## config.mk

```make
export PLATFORM = sky130hd
export DESIGN_NAME = thread_scheduler_rr_priority_aging_core
export DESIGN_NICKNAME = d
export VERILOG_FILES = /design/src/tsched_pkg.sv /design/src/thread_scheduler_rr_priority_aging_core.sv /design/src/tsched_ram.sv /design/src/tsched_slot_unit.sv
export SDC_FILE = /design/constraint.sdc
export NUM_CORES = 1
export LEC_CHECK = 0
export BUFFER_PORTS_ARGS = -buffer_cell sky130_fd_sc_hd__buf_2
export CORE_ASPECT_RATIO = 1.75
export CORE_MARGIN = 5
export CORE_UTILIZATION = 30
export CTS_CLUSTER_SIZE = 40
export DETAILED_ROUTE_END_ITERATION = 10
export PLACE_DENSITY = 0.57
export SETUP_SLACK_MARGIN = 0.2
export SLEW_MARGIN = 15
export SYNTH_ARGS = -nofsm -noshare
export SYNTH_HDL_FRONTEND = slang
export SYNTH_SLANG_ARGS = --single-unit
```

## constraint.sdc

```tcl
create_clock -name clk -period 3.6 [get_ports clk]
set_input_delay 0.36 -clock clk [delete_from_list [all_inputs] [get_ports clk]]
set_output_delay 0.36 -clock clk [all_outputs]
set_load 0.005 [all_outputs]
```

## src/tsched_pkg.sv

```systemverilog
package tsched_pkg;

    localparam int THREADS_DEFAULT = 8;
    localparam int PRIO_W          = 8;
    localparam int OUT_IDX_W       = 3;
    // One table entry holds the slot state, the priority and the starvation count.
    localparam int ENTRY_W_DEFAULT = 2 + PRIO_W + $clog2(THREADS_DEFAULT + 1);

    typedef enum logic [1:0] {
        SLOT_UNUSED  = 2'd0,
        SLOT_READY   = 2'd1,
        SLOT_RUNNING = 2'd2
    } slot_state_t;

    typedef enum logic [1:0] {
        OP_TICK   = 2'd0,
        OP_YIELD  = 2'd1,
        OP_CREATE = 2'd2,
        OP_EXIT   = 2'd3
    } op_t;

    typedef enum logic [1:0] {
        RES_SELECTED = 2'd0,
        RES_NO_READY = 2'd1,
        RES_CREATED  = 2'd2,
        RES_FULL     = 2'd3
    } result_t;

    // Context that the sequencer hands to the slot unit for every entry it visits.
    typedef struct packed {
        op_t               op;
        logic              mode;
        logic              cur_valid;
        logic              found;
        logic [PRIO_W-1:0] min_prio;
    } unit_ctl_t;

endpackage

```

## src/thread_scheduler_rr_priority_aging_core.sv

```systemverilog
// Channel   Handshake          Payload
// --------  -----------------  ------------------------------------------------
// command   start / busy       opcode, priority_req
// result    done (one cycle)   status, thread_index, running_valid, running_index
// config    cfg_we             cfg_wdata (mode)
//
// Tick, yield and exit make two passes from acceptance to done: one pass
// over the slot table to pick, one read-modify-write pass to age and update.
// Create makes one pass to find a free slot, then gives the result.
// Both passes share one slot unit and one table RAM, one slot per cycle.
// The table needs no clearing pass after reset: per-slot valid bits cover it.
// busy drops in the cycle done is shown; the receiver cannot stall.
module thread_scheduler_rr_priority_aging_core #(
    parameter int THREADS = tsched_pkg::THREADS_DEFAULT
) (
    input  logic                                 clk,
    input  logic                                 rst_n,
    input  logic                                 start,
    output logic                                 busy,
    input  logic [1:0]                           opcode,
    input  logic [tsched_pkg::PRIO_W-1:0]        priority_req,
    input  logic                                 cfg_we,
    input  logic                                 cfg_wdata,
    output logic                                 done,
    output logic [1:0]                           status,
    output logic [tsched_pkg::OUT_IDX_W-1:0]     thread_index,
    output logic                                 running_valid,
    output logic [tsched_pkg::OUT_IDX_W-1:0]     running_index
);

    localparam int IW = $clog2(THREADS);
    localparam int CW = $clog2(THREADS + 1);
    localparam int PW = tsched_pkg::PRIO_W;
    localparam int EW = 2 + PW + CW;
    localparam int OW = tsched_pkg::OUT_IDX_W;

    typedef enum logic [2:0] {
        ST_IDLE  = 3'b001,
        ST_SCAN  = 3'b010,
        ST_WRITE = 3'b100
    } state_t;

    state_t                  state_reg, state_next;
    tsched_pkg::op_t         op_reg, op_next;
    logic [PW-1:0]           prio_req_reg, prio_req_next;
    logic                    mode_reg, mode_next;
    logic                    cur_valid_reg, cur_valid_next;
    logic [IW-1:0]           cur_reg, cur_next;
    logic [THREADS-1:0]      ent_valid_reg, ent_valid_next;
    logic [IW-1:0]           addr_reg, addr_next;
    logic [CW-1:0]           cnt_reg, cnt_next;
    logic                    pv_reg, pv_next;
    logic [IW-1:0]           pidx_reg, pidx_next;
    logic                    plast_reg, plast_next;
    logic                    rd_ok_reg, rd_ok_next;
    logic                    found_reg, found_next;
    logic [PW-1:0]           min_prio_reg, min_prio_next;
    logic [IW-1:0]           chosen_reg, chosen_next;
    logic                    done_reg, done_next;
    tsched_pkg::result_t     status_reg, status_next;
    logic [OW-1:0]           thread_index_reg, thread_index_next;
    logic                    running_valid_reg, running_valid_next;
    logic [OW-1:0]           running_index_reg, running_index_next;

    logic                    issue;
    logic                    ram_we;
    logic [IW-1:0]           ram_waddr;
    logic [EW-1:0]           ram_wdata;
    logic [EW-1:0]           ram_q;
    logic [EW-1:0]           rd_word;
    logic [IW-1:0]           rr_start;
    logic                    new_valid;
    tsched_pkg::unit_ctl_t   ctl;
    logic                    take;
    tsched_pkg::slot_state_t u_st;
    logic [PW-1:0]           u_prio;
    logic [CW-1:0]           u_cnt;

    function automatic logic [IW-1:0] wrap_inc(input logic [IW-1:0] a);
        wrap_inc = (a == IW'(THREADS - 1)) ? '0 : a + IW'(1);
    endfunction

    tsched_ram #(
        .WIDTH (EW),
        .DEPTH (THREADS)
    ) u_table (
        .clk   (clk),
        .we    (ram_we),
        .waddr (ram_waddr),
        .wdata (ram_wdata),
        .raddr (addr_reg),
        .rdata (ram_q)
    );

    // A slot that was never written reads as unused with zero priority and count.
    assign rd_word = rd_ok_reg ? ram_q : '0;

    assign ctl.op        = op_reg;
    assign ctl.mode      = mode_reg;
    assign ctl.cur_valid = cur_valid_reg;
    assign ctl.found     = found_reg;
    assign ctl.min_prio  = min_prio_reg;

    tsched_slot_unit #(
        .THREADS (THREADS)
    ) u_slot (
        .ctl      (ctl),
        .idx      (pidx_reg),
        .cur      (cur_reg),
        .chosen   (chosen_reg),
        .st_in    (rd_word[EW-1 -: 2]),
        .prio_in  (rd_word[CW +: PW]),
        .cnt_in   (rd_word[CW-1:0]),
        .take     (take),
        .st_out   (u_st),
        .prio_out (u_prio),
        .cnt_out  (u_cnt)
    );

    assign rr_start = (tsched_pkg::op_t'(opcode) != tsched_pkg::OP_EXIT && cur_valid_reg)
                      ? cur_reg : '0;

    always_comb
    begin
        state_next         = state_reg;
        op_next            = op_reg;
        prio_req_next      = prio_req_reg;
        mode_next          = cfg_we ? cfg_wdata : mode_reg;
        cur_valid_next     = cur_valid_reg;
        cur_next           = cur_reg;
        ent_valid_next     = ent_valid_reg;
        addr_next          = addr_reg;
        cnt_next           = cnt_reg;
        found_next         = found_reg;
        min_prio_next      = min_prio_reg;
        chosen_next        = chosen_reg;
        done_next          = 1'b0;
        status_next        = status_reg;
        thread_index_next  = thread_index_reg;
        running_valid_next = running_valid_reg;
        running_index_next = running_index_reg;
        ram_we             = 1'b0;
        ram_waddr          = pidx_reg;
        ram_wdata          = {u_st, u_prio, u_cnt};
        new_valid          = cur_valid_reg;

        issue      = (state_reg != ST_IDLE) && (cnt_reg != CW'(THREADS));
        pv_next    = issue;
        pidx_next  = addr_reg;
        plast_next = issue && (cnt_reg == CW'(THREADS - 1));
        rd_ok_next = ent_valid_reg[addr_reg];
        if (issue)
        begin
            addr_next = wrap_inc(addr_reg);
            cnt_next  = cnt_reg + CW'(1);
        end

        unique case (state_reg)
            ST_IDLE:
            begin
                if (start)
                begin
                    op_next        = tsched_pkg::op_t'(opcode);
                    prio_req_next  = priority_req;
                    found_next     = 1'b0;
                    cnt_next       = '0;
                    state_next     = ST_SCAN;
                    // Round robin starts one past the current slot (at slot one for an exit
                    // or with no current thread); other searches run upward from slot zero.
                    if (tsched_pkg::op_t'(opcode) != tsched_pkg::OP_CREATE && !mode_reg)
                    begin
                        addr_next = wrap_inc(rr_start);
                    end
                    else
                    begin
                        addr_next = '0;
                    end
                end
            end
            ST_SCAN:
            begin
                if (pv_reg && take)
                begin
                    found_next     = 1'b1;
                    min_prio_next  = rd_word[CW +: PW];
                    chosen_next    = pidx_reg;
                end
                if (pv_reg && plast_reg)
                begin
                    if (op_reg == tsched_pkg::OP_CREATE)
                    begin
                        state_next         = ST_IDLE;
                        done_next          = 1'b1;
                        running_valid_next = cur_valid_reg;
                        running_index_next = cur_valid_reg ? OW'(cur_reg) : '0;
                        if (found_next)
                        begin
                            ram_we                     = 1'b1;
                            ram_waddr                  = chosen_next;
                            ram_wdata                  = {tsched_pkg::SLOT_READY,
                                                          prio_req_reg, CW'(0)};
                            ent_valid_next[chosen_next] = 1'b1;
                            status_next                = tsched_pkg::RES_CREATED;
                            thread_index_next          = OW'(chosen_next);
                        end
                        else
                        begin
                            status_next       = tsched_pkg::RES_FULL;
                            thread_index_next = '0;
                        end
                    end
                    else
                    begin
                        state_next = ST_WRITE;
                        addr_next  = '0;
                        cnt_next   = '0;
                    end
                end
            end
            ST_WRITE:
            begin
                if (pv_reg)
                begin
                    ram_we                   = 1'b1;
                    ram_waddr                = pidx_reg;
                    ent_valid_next[pidx_reg] = 1'b1;
                end
                if (pv_reg && plast_reg)
                begin
                    state_next = ST_IDLE;
                    done_next  = 1'b1;
                    if (found_reg)
                    begin
                        cur_valid_next     = 1'b1;
                        cur_next           = chosen_reg;
                        status_next        = tsched_pkg::RES_SELECTED;
                        thread_index_next  = OW'(chosen_reg);
                        running_valid_next = 1'b1;
                        running_index_next = OW'(chosen_reg);
                    end
                    else
                    begin
                        // Nothing was picked; only an exit changes the current thread.
                        new_valid = cur_valid_reg && (op_reg != tsched_pkg::OP_EXIT);
                        cur_valid_next     = new_valid;
                        cur_next           = new_valid ? cur_reg : '0;
                        status_next        = tsched_pkg::RES_NO_READY;
                        thread_index_next  = '0;
                        running_valid_next = new_valid;
                        running_index_next = new_valid ? OW'(cur_reg) : '0;
                    end
                end
            end
            default:
            begin
                state_next = ST_IDLE;
            end
        endcase
    end

    always_ff @(posedge clk or negedge rst_n)
    begin
        if (!rst_n)
        begin
            state_reg     <= ST_IDLE;
            mode_reg      <= 1'b0;
            cur_valid_reg <= 1'b0;
            cur_reg       <= '0;
            ent_valid_reg <= '0;
            cnt_reg       <= '0;
            pv_reg        <= 1'b0;
            found_reg     <= 1'b0;
            done_reg      <= 1'b0;
        end
        else
        begin
            state_reg     <= state_next;
            mode_reg      <= mode_next;
            cur_valid_reg <= cur_valid_next;
            cur_reg       <= cur_next;
            ent_valid_reg <= ent_valid_next;
            cnt_reg       <= cnt_next;
            pv_reg        <= pv_next;
            found_reg     <= found_next;
            done_reg      <= done_next;
        end
    end

    always_ff @(posedge clk)
    begin
        op_reg            <= op_next;
        prio_req_reg      <= prio_req_next;
        addr_reg          <= addr_next;
        pidx_reg          <= pidx_next;
        plast_reg         <= plast_next;
        rd_ok_reg         <= rd_ok_next;
        min_prio_reg      <= min_prio_next;
        chosen_reg        <= chosen_next;
        status_reg        <= status_next;
        thread_index_reg  <= thread_index_next;
        running_valid_reg <= running_valid_next;
        running_index_reg <= running_index_next;
    end

    assign busy          = (state_reg != ST_IDLE);
    assign done          = done_reg;
    assign status        = status_reg;
    assign thread_index  = thread_index_reg;
    assign running_valid = running_valid_reg;
    assign running_index = running_index_reg;

`ifndef SYNTHESIS
    a_done_after_pass: assert property (@(posedge clk) disable iff (!rst_n)
        done_reg |-> ($past(state_reg) == ST_SCAN || $past(state_reg) == ST_WRITE))
        else $error("result strobe without a finished pass");

    a_selected_runs: assert property (@(posedge clk) disable iff (!rst_n)
        (done_reg && status_reg == tsched_pkg::RES_SELECTED) |->
        (running_valid_reg && running_index_reg == thread_index_reg))
        else $error("selected thread is not the running thread");

    a_no_write_idle: assert property (@(posedge clk) disable iff (!rst_n)
        ram_we |-> (state_reg != ST_IDLE))
        else $error("table written while idle");

    a_current_holds_idle: assert property (@(posedge clk) disable iff (!rst_n)
        (state_reg == ST_IDLE) |=> $stable(cur_valid_reg))
        else $error("current thread changed while idle");
`endif

endmodule

```

## src/tsched_ram.sv

```systemverilog
module tsched_ram #(
    parameter int WIDTH = tsched_pkg::ENTRY_W_DEFAULT,
    parameter int DEPTH = tsched_pkg::THREADS_DEFAULT
) (
    input  logic                     clk,
    input  logic                     we,
    input  logic [$clog2(DEPTH)-1:0] waddr,
    input  logic [WIDTH-1:0]         wdata,
    input  logic [$clog2(DEPTH)-1:0] raddr,
    output logic [WIDTH-1:0]         rdata
);

    logic [WIDTH-1:0] mem [DEPTH];
    logic [WIDTH-1:0] rdata_reg;

    always_ff @(posedge clk)
    begin
        if (we)
        begin
            mem[waddr] <= wdata;
        end
        rdata_reg <= mem[raddr];
    end

    assign rdata = rdata_reg;

endmodule

```

## src/tsched_slot_unit.sv

```systemverilog
module tsched_slot_unit #(
    parameter int THREADS = tsched_pkg::THREADS_DEFAULT
) (
    input  tsched_pkg::unit_ctl_t               ctl,
    input  logic [$clog2(THREADS)-1:0]          idx,
    input  logic [$clog2(THREADS)-1:0]          cur,
    input  logic [$clog2(THREADS)-1:0]          chosen,
    input  logic [1:0]                          st_in,
    input  logic [tsched_pkg::PRIO_W-1:0]       prio_in,
    input  logic [$clog2(THREADS+1)-1:0]        cnt_in,
    output logic                                take,
    output tsched_pkg::slot_state_t             st_out,
    output logic [tsched_pkg::PRIO_W-1:0]       prio_out,
    output logic [$clog2(THREADS+1)-1:0]        cnt_out
);

    localparam int CW = $clog2(THREADS + 1);

    tsched_pkg::slot_state_t eff;
    logic [CW-1:0]           cnt_inc;

    always_comb
    begin
        // The pending yield or exit of the current thread is applied on the fly,
        // so the table itself is only written in the final pass.
        eff = tsched_pkg::slot_state_t'(st_in);
        if (ctl.cur_valid && idx == cur)
        begin
            case (ctl.op)
                tsched_pkg::OP_YIELD: eff = tsched_pkg::SLOT_READY;
                tsched_pkg::OP_EXIT:  eff = tsched_pkg::SLOT_UNUSED;
                default:              eff = tsched_pkg::slot_state_t'(st_in);
            endcase
        end

        if (ctl.op == tsched_pkg::OP_CREATE)
        begin
            take = (eff == tsched_pkg::SLOT_UNUSED) && !ctl.found;
        end
        else
        begin
            take = (eff == tsched_pkg::SLOT_READY) &&
                   (!ctl.found || (ctl.mode && prio_in < ctl.min_prio));
        end

        st_out   = eff;
        prio_out = prio_in;
        cnt_out  = cnt_in;
        cnt_inc  = (cnt_in < CW'(THREADS)) ? cnt_in + CW'(1) : cnt_in;
        if (ctl.found)
        begin
            if (idx == chosen)
            begin
                st_out = tsched_pkg::SLOT_RUNNING;
            end
            else
            begin
                if (eff == tsched_pkg::SLOT_READY)
                begin
                    if (cnt_inc >= CW'(THREADS) && prio_in != '0)
                    begin
                        prio_out = prio_in - tsched_pkg::PRIO_W'(1);
                        cnt_out  = '0;
                    end
                    else
                    begin
                        cnt_out = cnt_inc;
                    end
                end
                // The thread that loses the processor goes back to ready.
                if (ctl.cur_valid && ctl.op != tsched_pkg::OP_EXIT && idx == cur)
                begin
                    st_out = tsched_pkg::SLOT_READY;
                end
            end
        end
    end

endmodule
```

After elaboration in Yosys (flattened, before gate mapping)
Memories as Yosys holds them, arrays and structs flattened. A register that Yosys moved wholly into a read port is not among the register bits.
Index checks and enable logic that the tools add are counted.

word-level totals
  latch bits = 0
  ROM bits = 0
  RAM bits = 112
  memories = 1
  register bits after elaboration = 61
  word-level logic and storage cells = 184

memory list
  name         words  bits a word  read ports  clocked after Yosys merged registers in  wr ports  line              RTL
  u_table.mem  8      14           1           1                                        1         tsched_ram.sv:13  logic [WIDTH-1:0] mem [DEPTH];

cells by class
  $mul = 0
  div/mod/pow operators = 0
  order comparisons = 8
  equal/unequal tests = 23
  shift operators = 0
  multiplexer cells = 95
  bitwise logic cells = 2
  $add $sub $neg = 5
  reduce and logical (&&, ||, !) cells = 29

operators by type and width
  kind                                                        count
  two-way mux 3 bit                                           29
  two-way mux 14 bit                                          5
  two-way mux 8 bit                                           8
  two-way mux 4 bit                                           9
  two-way mux 1 bit                                           22
  != test 2 bit, second input constant                        9
  case mux 3 bit (2 select lines)                             3
  OR 8 bit                                                    2
  case mux 8 bit (2 select lines)                             1
  logical AND 1 bit                                           15
  two-way mux 2 bit                                           7
  less-than comparator 3 x 4 -> 1 bit, second input constant  3
  equality test 3 bit, second input constant                  3
  case mux 3 bit (3 select lines)                             1
  adder 4 x 1 -> 4 bit, second input constant                 2
  less-than comparator 8 bit                                  1
  case mux 1 bit (2 select lines)                             4
  case mux 2 bit (2 select lines)                             2
  case mux 4 bit (2 select lines)                             1
  AND reduction 2 bit                                         4
  nonzero test 8 bit                                          1
  subtractor 8 x 1 -> 8 bit, second input constant            1
  adder 3 x 1 -> 3 bit, second input constant                 2
  demux 1 bit (select 3 bit)                                  2
  other kinds (19)                                            25

Logic depth before layout (Yosys ltp)
  word-level depth = 18
  mapped depth = 12
  mapped depth without buffers = 9

Cells and area by module
A second synthesis with hierarchy kept.

second synthesis, totals
  cells, all modules = 537
  area, all modules = 8,264.2 sq um

modules (own cells, without submodules)
  module                                   sequential area each (sq um)  area each (sq um)  cells each  instances
  tsched_ram                               3,643.5                       4,635.7            188         1
  thread_scheduler_rr_priority_aging_core  1,637.8                       2,916.5            246         1
  tsched_slot_unit                         0.0                           711.9              103         1

Least setup slack after synthesis
Ideal clock, no wire load.

  kind = register -> register
  from = register rd_ok_reg
  to = memory u_table.mem[7][0] in the netlist's numbering (enable)
  path buffers = 3
  required time = 3.193 ns
  cell stages (with the launch flop) = 12
  slack = -0.135 ns
  arrival = 3.328 ns
  path through = dfxtp_1 -> clkbuf_8 -> clkbuf_1 -> and2_0 -> ha_1 -> a21oi_1 -> a21oi_1 -> o21ai_0 -> o2111ai_1 -> or2_1 -> clkbuf_1 -> o31ai_1

on the way
  longest elaborated chain between the ends = 15
  elaborated cells on any way between the ends = 26
  those cells by class = 1 x order compare; 1 x eq/ne; 18 x mux; 6 x reduce/logical

RTL lines
  item                                     line                                            RTL
  start: declaration                       thread_scheduler_rr_priority_aging_core.sv:55   logic rd_ok_reg, rd_ok_next;
  start signal: assignment                 thread_scheduler_rr_priority_aging_core.sv:296  rd_ok_reg <= rd_ok_next;
  two-way mux 14 bit *                     thread_scheduler_rr_priority_aging_core.sv:96   assign rd_word = rd_ok_reg ? ram_q : '0;
  via rd_word[9]                           thread_scheduler_rr_priority_aging_core.sv:70   logic [EW-1:0] rd_word;
  less-than comparator 8 bit *             tsched_slot_unit.sv:43                          (!ctl.found || (ctl.mode && prio_in < ctl.min_prio));
  logical AND 1 bit *                      tsched_slot_unit.sv:43
  logical OR 1 bit *                       tsched_slot_unit.sv:43
  logical AND 1 bit *                      tsched_slot_unit.sv:42                          take = (eff == tsched_pkg::SLOT_READY) &&
  two-way mux 1 bit *                      tsched_slot_unit.sv:36                          if (ctl.op == tsched_pkg::OP_CREATE)
  logical AND 1 bit *                      thread_scheduler_rr_priority_aging_core.sv:182  if (pv_reg && take)
  two-way mux 1 bit                        thread_scheduler_rr_priority_aging_core.sv:182
  two-way mux 1 bit                        thread_scheduler_rr_priority_aging_core.sv:158  unique case (state_reg)
  two-way mux 1 bit                        thread_scheduler_rr_priority_aging_core.sv:196  if (found_next)
  two-way mux 1 bit                        thread_scheduler_rr_priority_aging_core.sv:190  if (op_reg == tsched_pkg::OP_CREATE)
  two-way mux 1 bit                        thread_scheduler_rr_priority_aging_core.sv:188  if (pv_reg && plast_reg)
  case mux 1 bit (2 select lines)          thread_scheduler_rr_priority_aging_core.sv:158
  two-way mux 1 bit                        tsched_ram.sv:18                                if (we)
  two-way mux 1 bit (implied by the code)  tsched_ram.sv:20                                mem[waddr] <= wdata;
  end: declaration                         tsched_ram.sv:13

The timed path passes the listed nets; every way through them passes the cells marked *. The select of a mux whose other input is x is not followed.

Worst setup path after layout
  from = register rd_ok_reg
  to = memory u_table.mem[2][7] in the netlist's numbering (enable)

Same word-level chain as after synthesis.

==> results_dict.tcl <==
set metrics [dict create \
    outcome "finished, final reports clean" \
    drc_errors 0 \
    dp.cells 914 \
    rsz0062_at_grt "false" \
    grt_max_degree 35 \
    synth_cells 563 \
    drt_iter0_drc 345 \
    hold_violations 0 \
    max-vdd-ir-drop_mv 0.313 \
    reg2regPathDepth 9 \
    path_max_fanout 14 \
    core_area_um2 26700 \
    ys_ff_latch 187 \
    cts.sinks 187 \
    fin_crit_ns 3.12 \
    clock.fmax_ghz 0.320 \
    hold_end "prio_req_reg[0]" \
    drive_gt1_share_pct 24.7 \
    ys_warn_count 0 \
    slowest_stage "dfxtp_2" \
    num_vias 4692 \
    antenna_found_initial 0 \
    critPathRequiredTime_ns 3.73 \
    largest_register_ffs 112 \
    grt_pass1_wl_mm 27.2 \
    async_flop_share_pct 12.3 \
    pin_count 26 \
    die_area_um2 30700 \
    cts.clk_slew.worst_paths_ns 0.07 \
    final.setup.tns_ns 0 \
    dr.pass1.iters 4 \
    synth-main-ff-cell "edfxtp_1" \
    power.leakage_uw 0.00363 \
    cts-htree-levels 4 \
    final_antenna_net_count 0 \
    end_kind "flip-flop" \
    portBuffers 25 \
    wire_per_inst_um 18.0 \
    diodes 0 \
    hold_start "priority_req[0]" \
    grt_overflow_total 0 \
    setup_viol 0 \
    synth_nets 592 \
    hold_slack_ns 0.0944 \
    fin_nets 640 \
    tightest_slew_ns 0.854 \
    critPathMostFrequentCell "a21oi_1" \
    arrival_ns 3.25 \
    period_share_pct 86.7 \
    drv_slew 0 \
    initial_utilization_pct 30.5 \
    critical_path_class "flip-flop to flip-flop" \
    cts_buffers 17 \
    gp_congestion 0.845 \
    worstHoldPathCells 1 \
    rrSetupSlack_ns 0.48 \
    r2r_end "u_table.mem[2][7]" \
    drv_cap 0 \
    cts_tree "done" \
    clk_path_buf_depth 2 \
    min_path_type "input port to flip-flop" \
    dp_hpwl_mm 12.5 \
    die_h_um 228 \
    r2r_start "rd_ok_reg" \
    syn_area_per_cell_um2 14.5 \
    area_growth_pct 14.7 \
    power_density_nw_per_um2 568 \
    viasPerCell 4.95 \
    cp_cell_sequence "and2_0 > ha_1 > a21oi_1 > a21oi_1 > o21ai_0 > o2111ai_1 > or2_1 > o31ai_2 > buf_4" \
    netlist-cell-type-count 68 \
    synth_seq_area_share_pct 64.8 \
    grt_pass1_vias 5034 \
    dieWidth_um 135 \
    finalNonFillerCells 948 \
    num_rows 79 \
    netlist_area_um2 8150 \
    slowest_delay_ns 0.47 \
    routed_wl_mm 17.1 \
    skew_ns 0.00834 \
    synth-edff-count 142 \
    clk_latency_ns 0.44 \
    track_usage_pct 11.6 \
    nFillCells 2535 \
    slew_headroom_pct 43.0 \
    startpoint_type "flip-flop" \
    cts-root-buf "clkbuf_16" \
]
-- worst max-delay path, delay by kind of cell, from the launching register on --
kind                       cells  cell delay (ns)
and+or+nand+nor                2             0.77
DFF                            1             0.47
buffers and inverters          1             0.28
adders and majority gates      1             0.31
AOI/OAI and AO/OA              5             0.95
-- where the power goes --
| group | total [µW] | internal [µW] | switching, µW |
|---|---|---|---|
| Combinational | 955 | 369 | 586 |
| Sequential | 2590 | 2450 | 145 |
| Clock | 1760 | 909 | 855 |
| Total | 5310 | 3730 | 1590 |
-- cell usage after synthesis, drive strengths merged, types with 8 or more instances --
master  count  share of area [%]
and2        8               0.63
mux2       18                2.5
mux2i       8                1.1
o31ai       9               0.83
clkbuf     16                1.1
nand3      13               0.95
a21oi      15               0.92
xnor2       9               0.97
buf         8               0.52
dfxtp      22                5.4
edfxtp    142                 52
ha         14                2.1
nand2      49                2.3
inv        36                1.7
o21ai      31                1.9
mux4       30                8.3
dfrtp      22                6.8
o311ai     11                1.2
nor2       36                1.7
-- stage by stage --
step | area [µm²] | total power [µW] | worst slack, ns | utilization [%]
after global routing | 9350 | 5570 | 0.243 | 35.0
after detailed placement | 8780 | 3600 | 0.324 | 32.9
after global placement | 8780 | 3570 | 0.345 | 32.9
after CTS | 9340 | 5370 | 0.314 | 35.0
after floorplan | 8160 | 3320 | -0.135 | -
final | 9350 | 5310 | 0.479 | 35.0
-- final cells by class --
| class | instances | area, µm² | area share, % |
|---|---|---|---|
| Clock inverter | 15 | 128 | 1.37 |
| Multi-Input combinational cell | 315 | 2630 | 28.1 |
| Inverter | 36 | 135 | 1.45 |
| Sequential cell | 187 | 5280 | 56.5 |
| Tap cell | 324 | 405 | 4.34 |
| Timing Repair Buffer | 54 | 343 | 3.67 |
| Clock buffer | 17 | 425 | 4.55 |
-- cells in the final DEF (no fill, tap or decap), drive strengths merged, types with 2 or more instances in the layout --
cell	n
a21oi	15
a221oi	2
a31oi	4
a32o	6
and2	8
and3	6
buf	52
clkbuf	18
clkinv	6
dfrtp	22
dfxtp	22
edfxtp	142
ha	14
inv	45
mux2	18
mux2i	8
mux4	30
nand2	49
nand3	13
nand3b	3
nand4	4
nor2	36
nor2b	4
nor3	4
nor3b	2
o211ai	2
o21ai	31
o311ai	11
o31ai	9
or4	2
xnor2	9
xor2	4
-- worst max-delay path by stage --
stage / startpoint / endpoint / depth (start not counted)
after CTS: rd_ok_reg / u_table.mem[0][5] / 9
after global routing: rd_ok_reg / u_table.mem[0][13] / 9
after global placement: rd_ok_reg / u_table.mem[3][0] / 9
after detailed placement: rd_ok_reg / u_table.mem[0][0] / 9
after floorplan: rd_ok_reg / u_table.mem[3][0] / 11
final: rd_ok_reg / u_table.mem[2][7] / 9
-- cells by family after synthesis --
kind of cell	after synthesis	share of synthesized area (%)
muxes	56	11.9
buffers and inverters	61	3.45
and+or+nand+nor	138	8.29
xor gates and xnor gates	13	1.58
DFF	187	64.8
AOI/OAI and AO/OA	93	7.68
adders and majority gates	15	2.27
-- routing by layer --
layer	track usage [%]	up-vias	share of wire (%)
met5	0	-	0
met4	5.32	0	2.9
met3	2.53	24	2.6
met2	21.3	77	55
met1	12.6	2350	39
li1	-	2241	-
-- timing repair --
item | 4_1_cts | 5_1_grt
setup buffers | 0 | 0
resized for setup | 0 | 1
endpoints found under the setup margin | 0 | 123
endpoints found under the hold margin | 22 | 0
hold buffers | 1 | 0
Power figures use the tool's default switching activity.
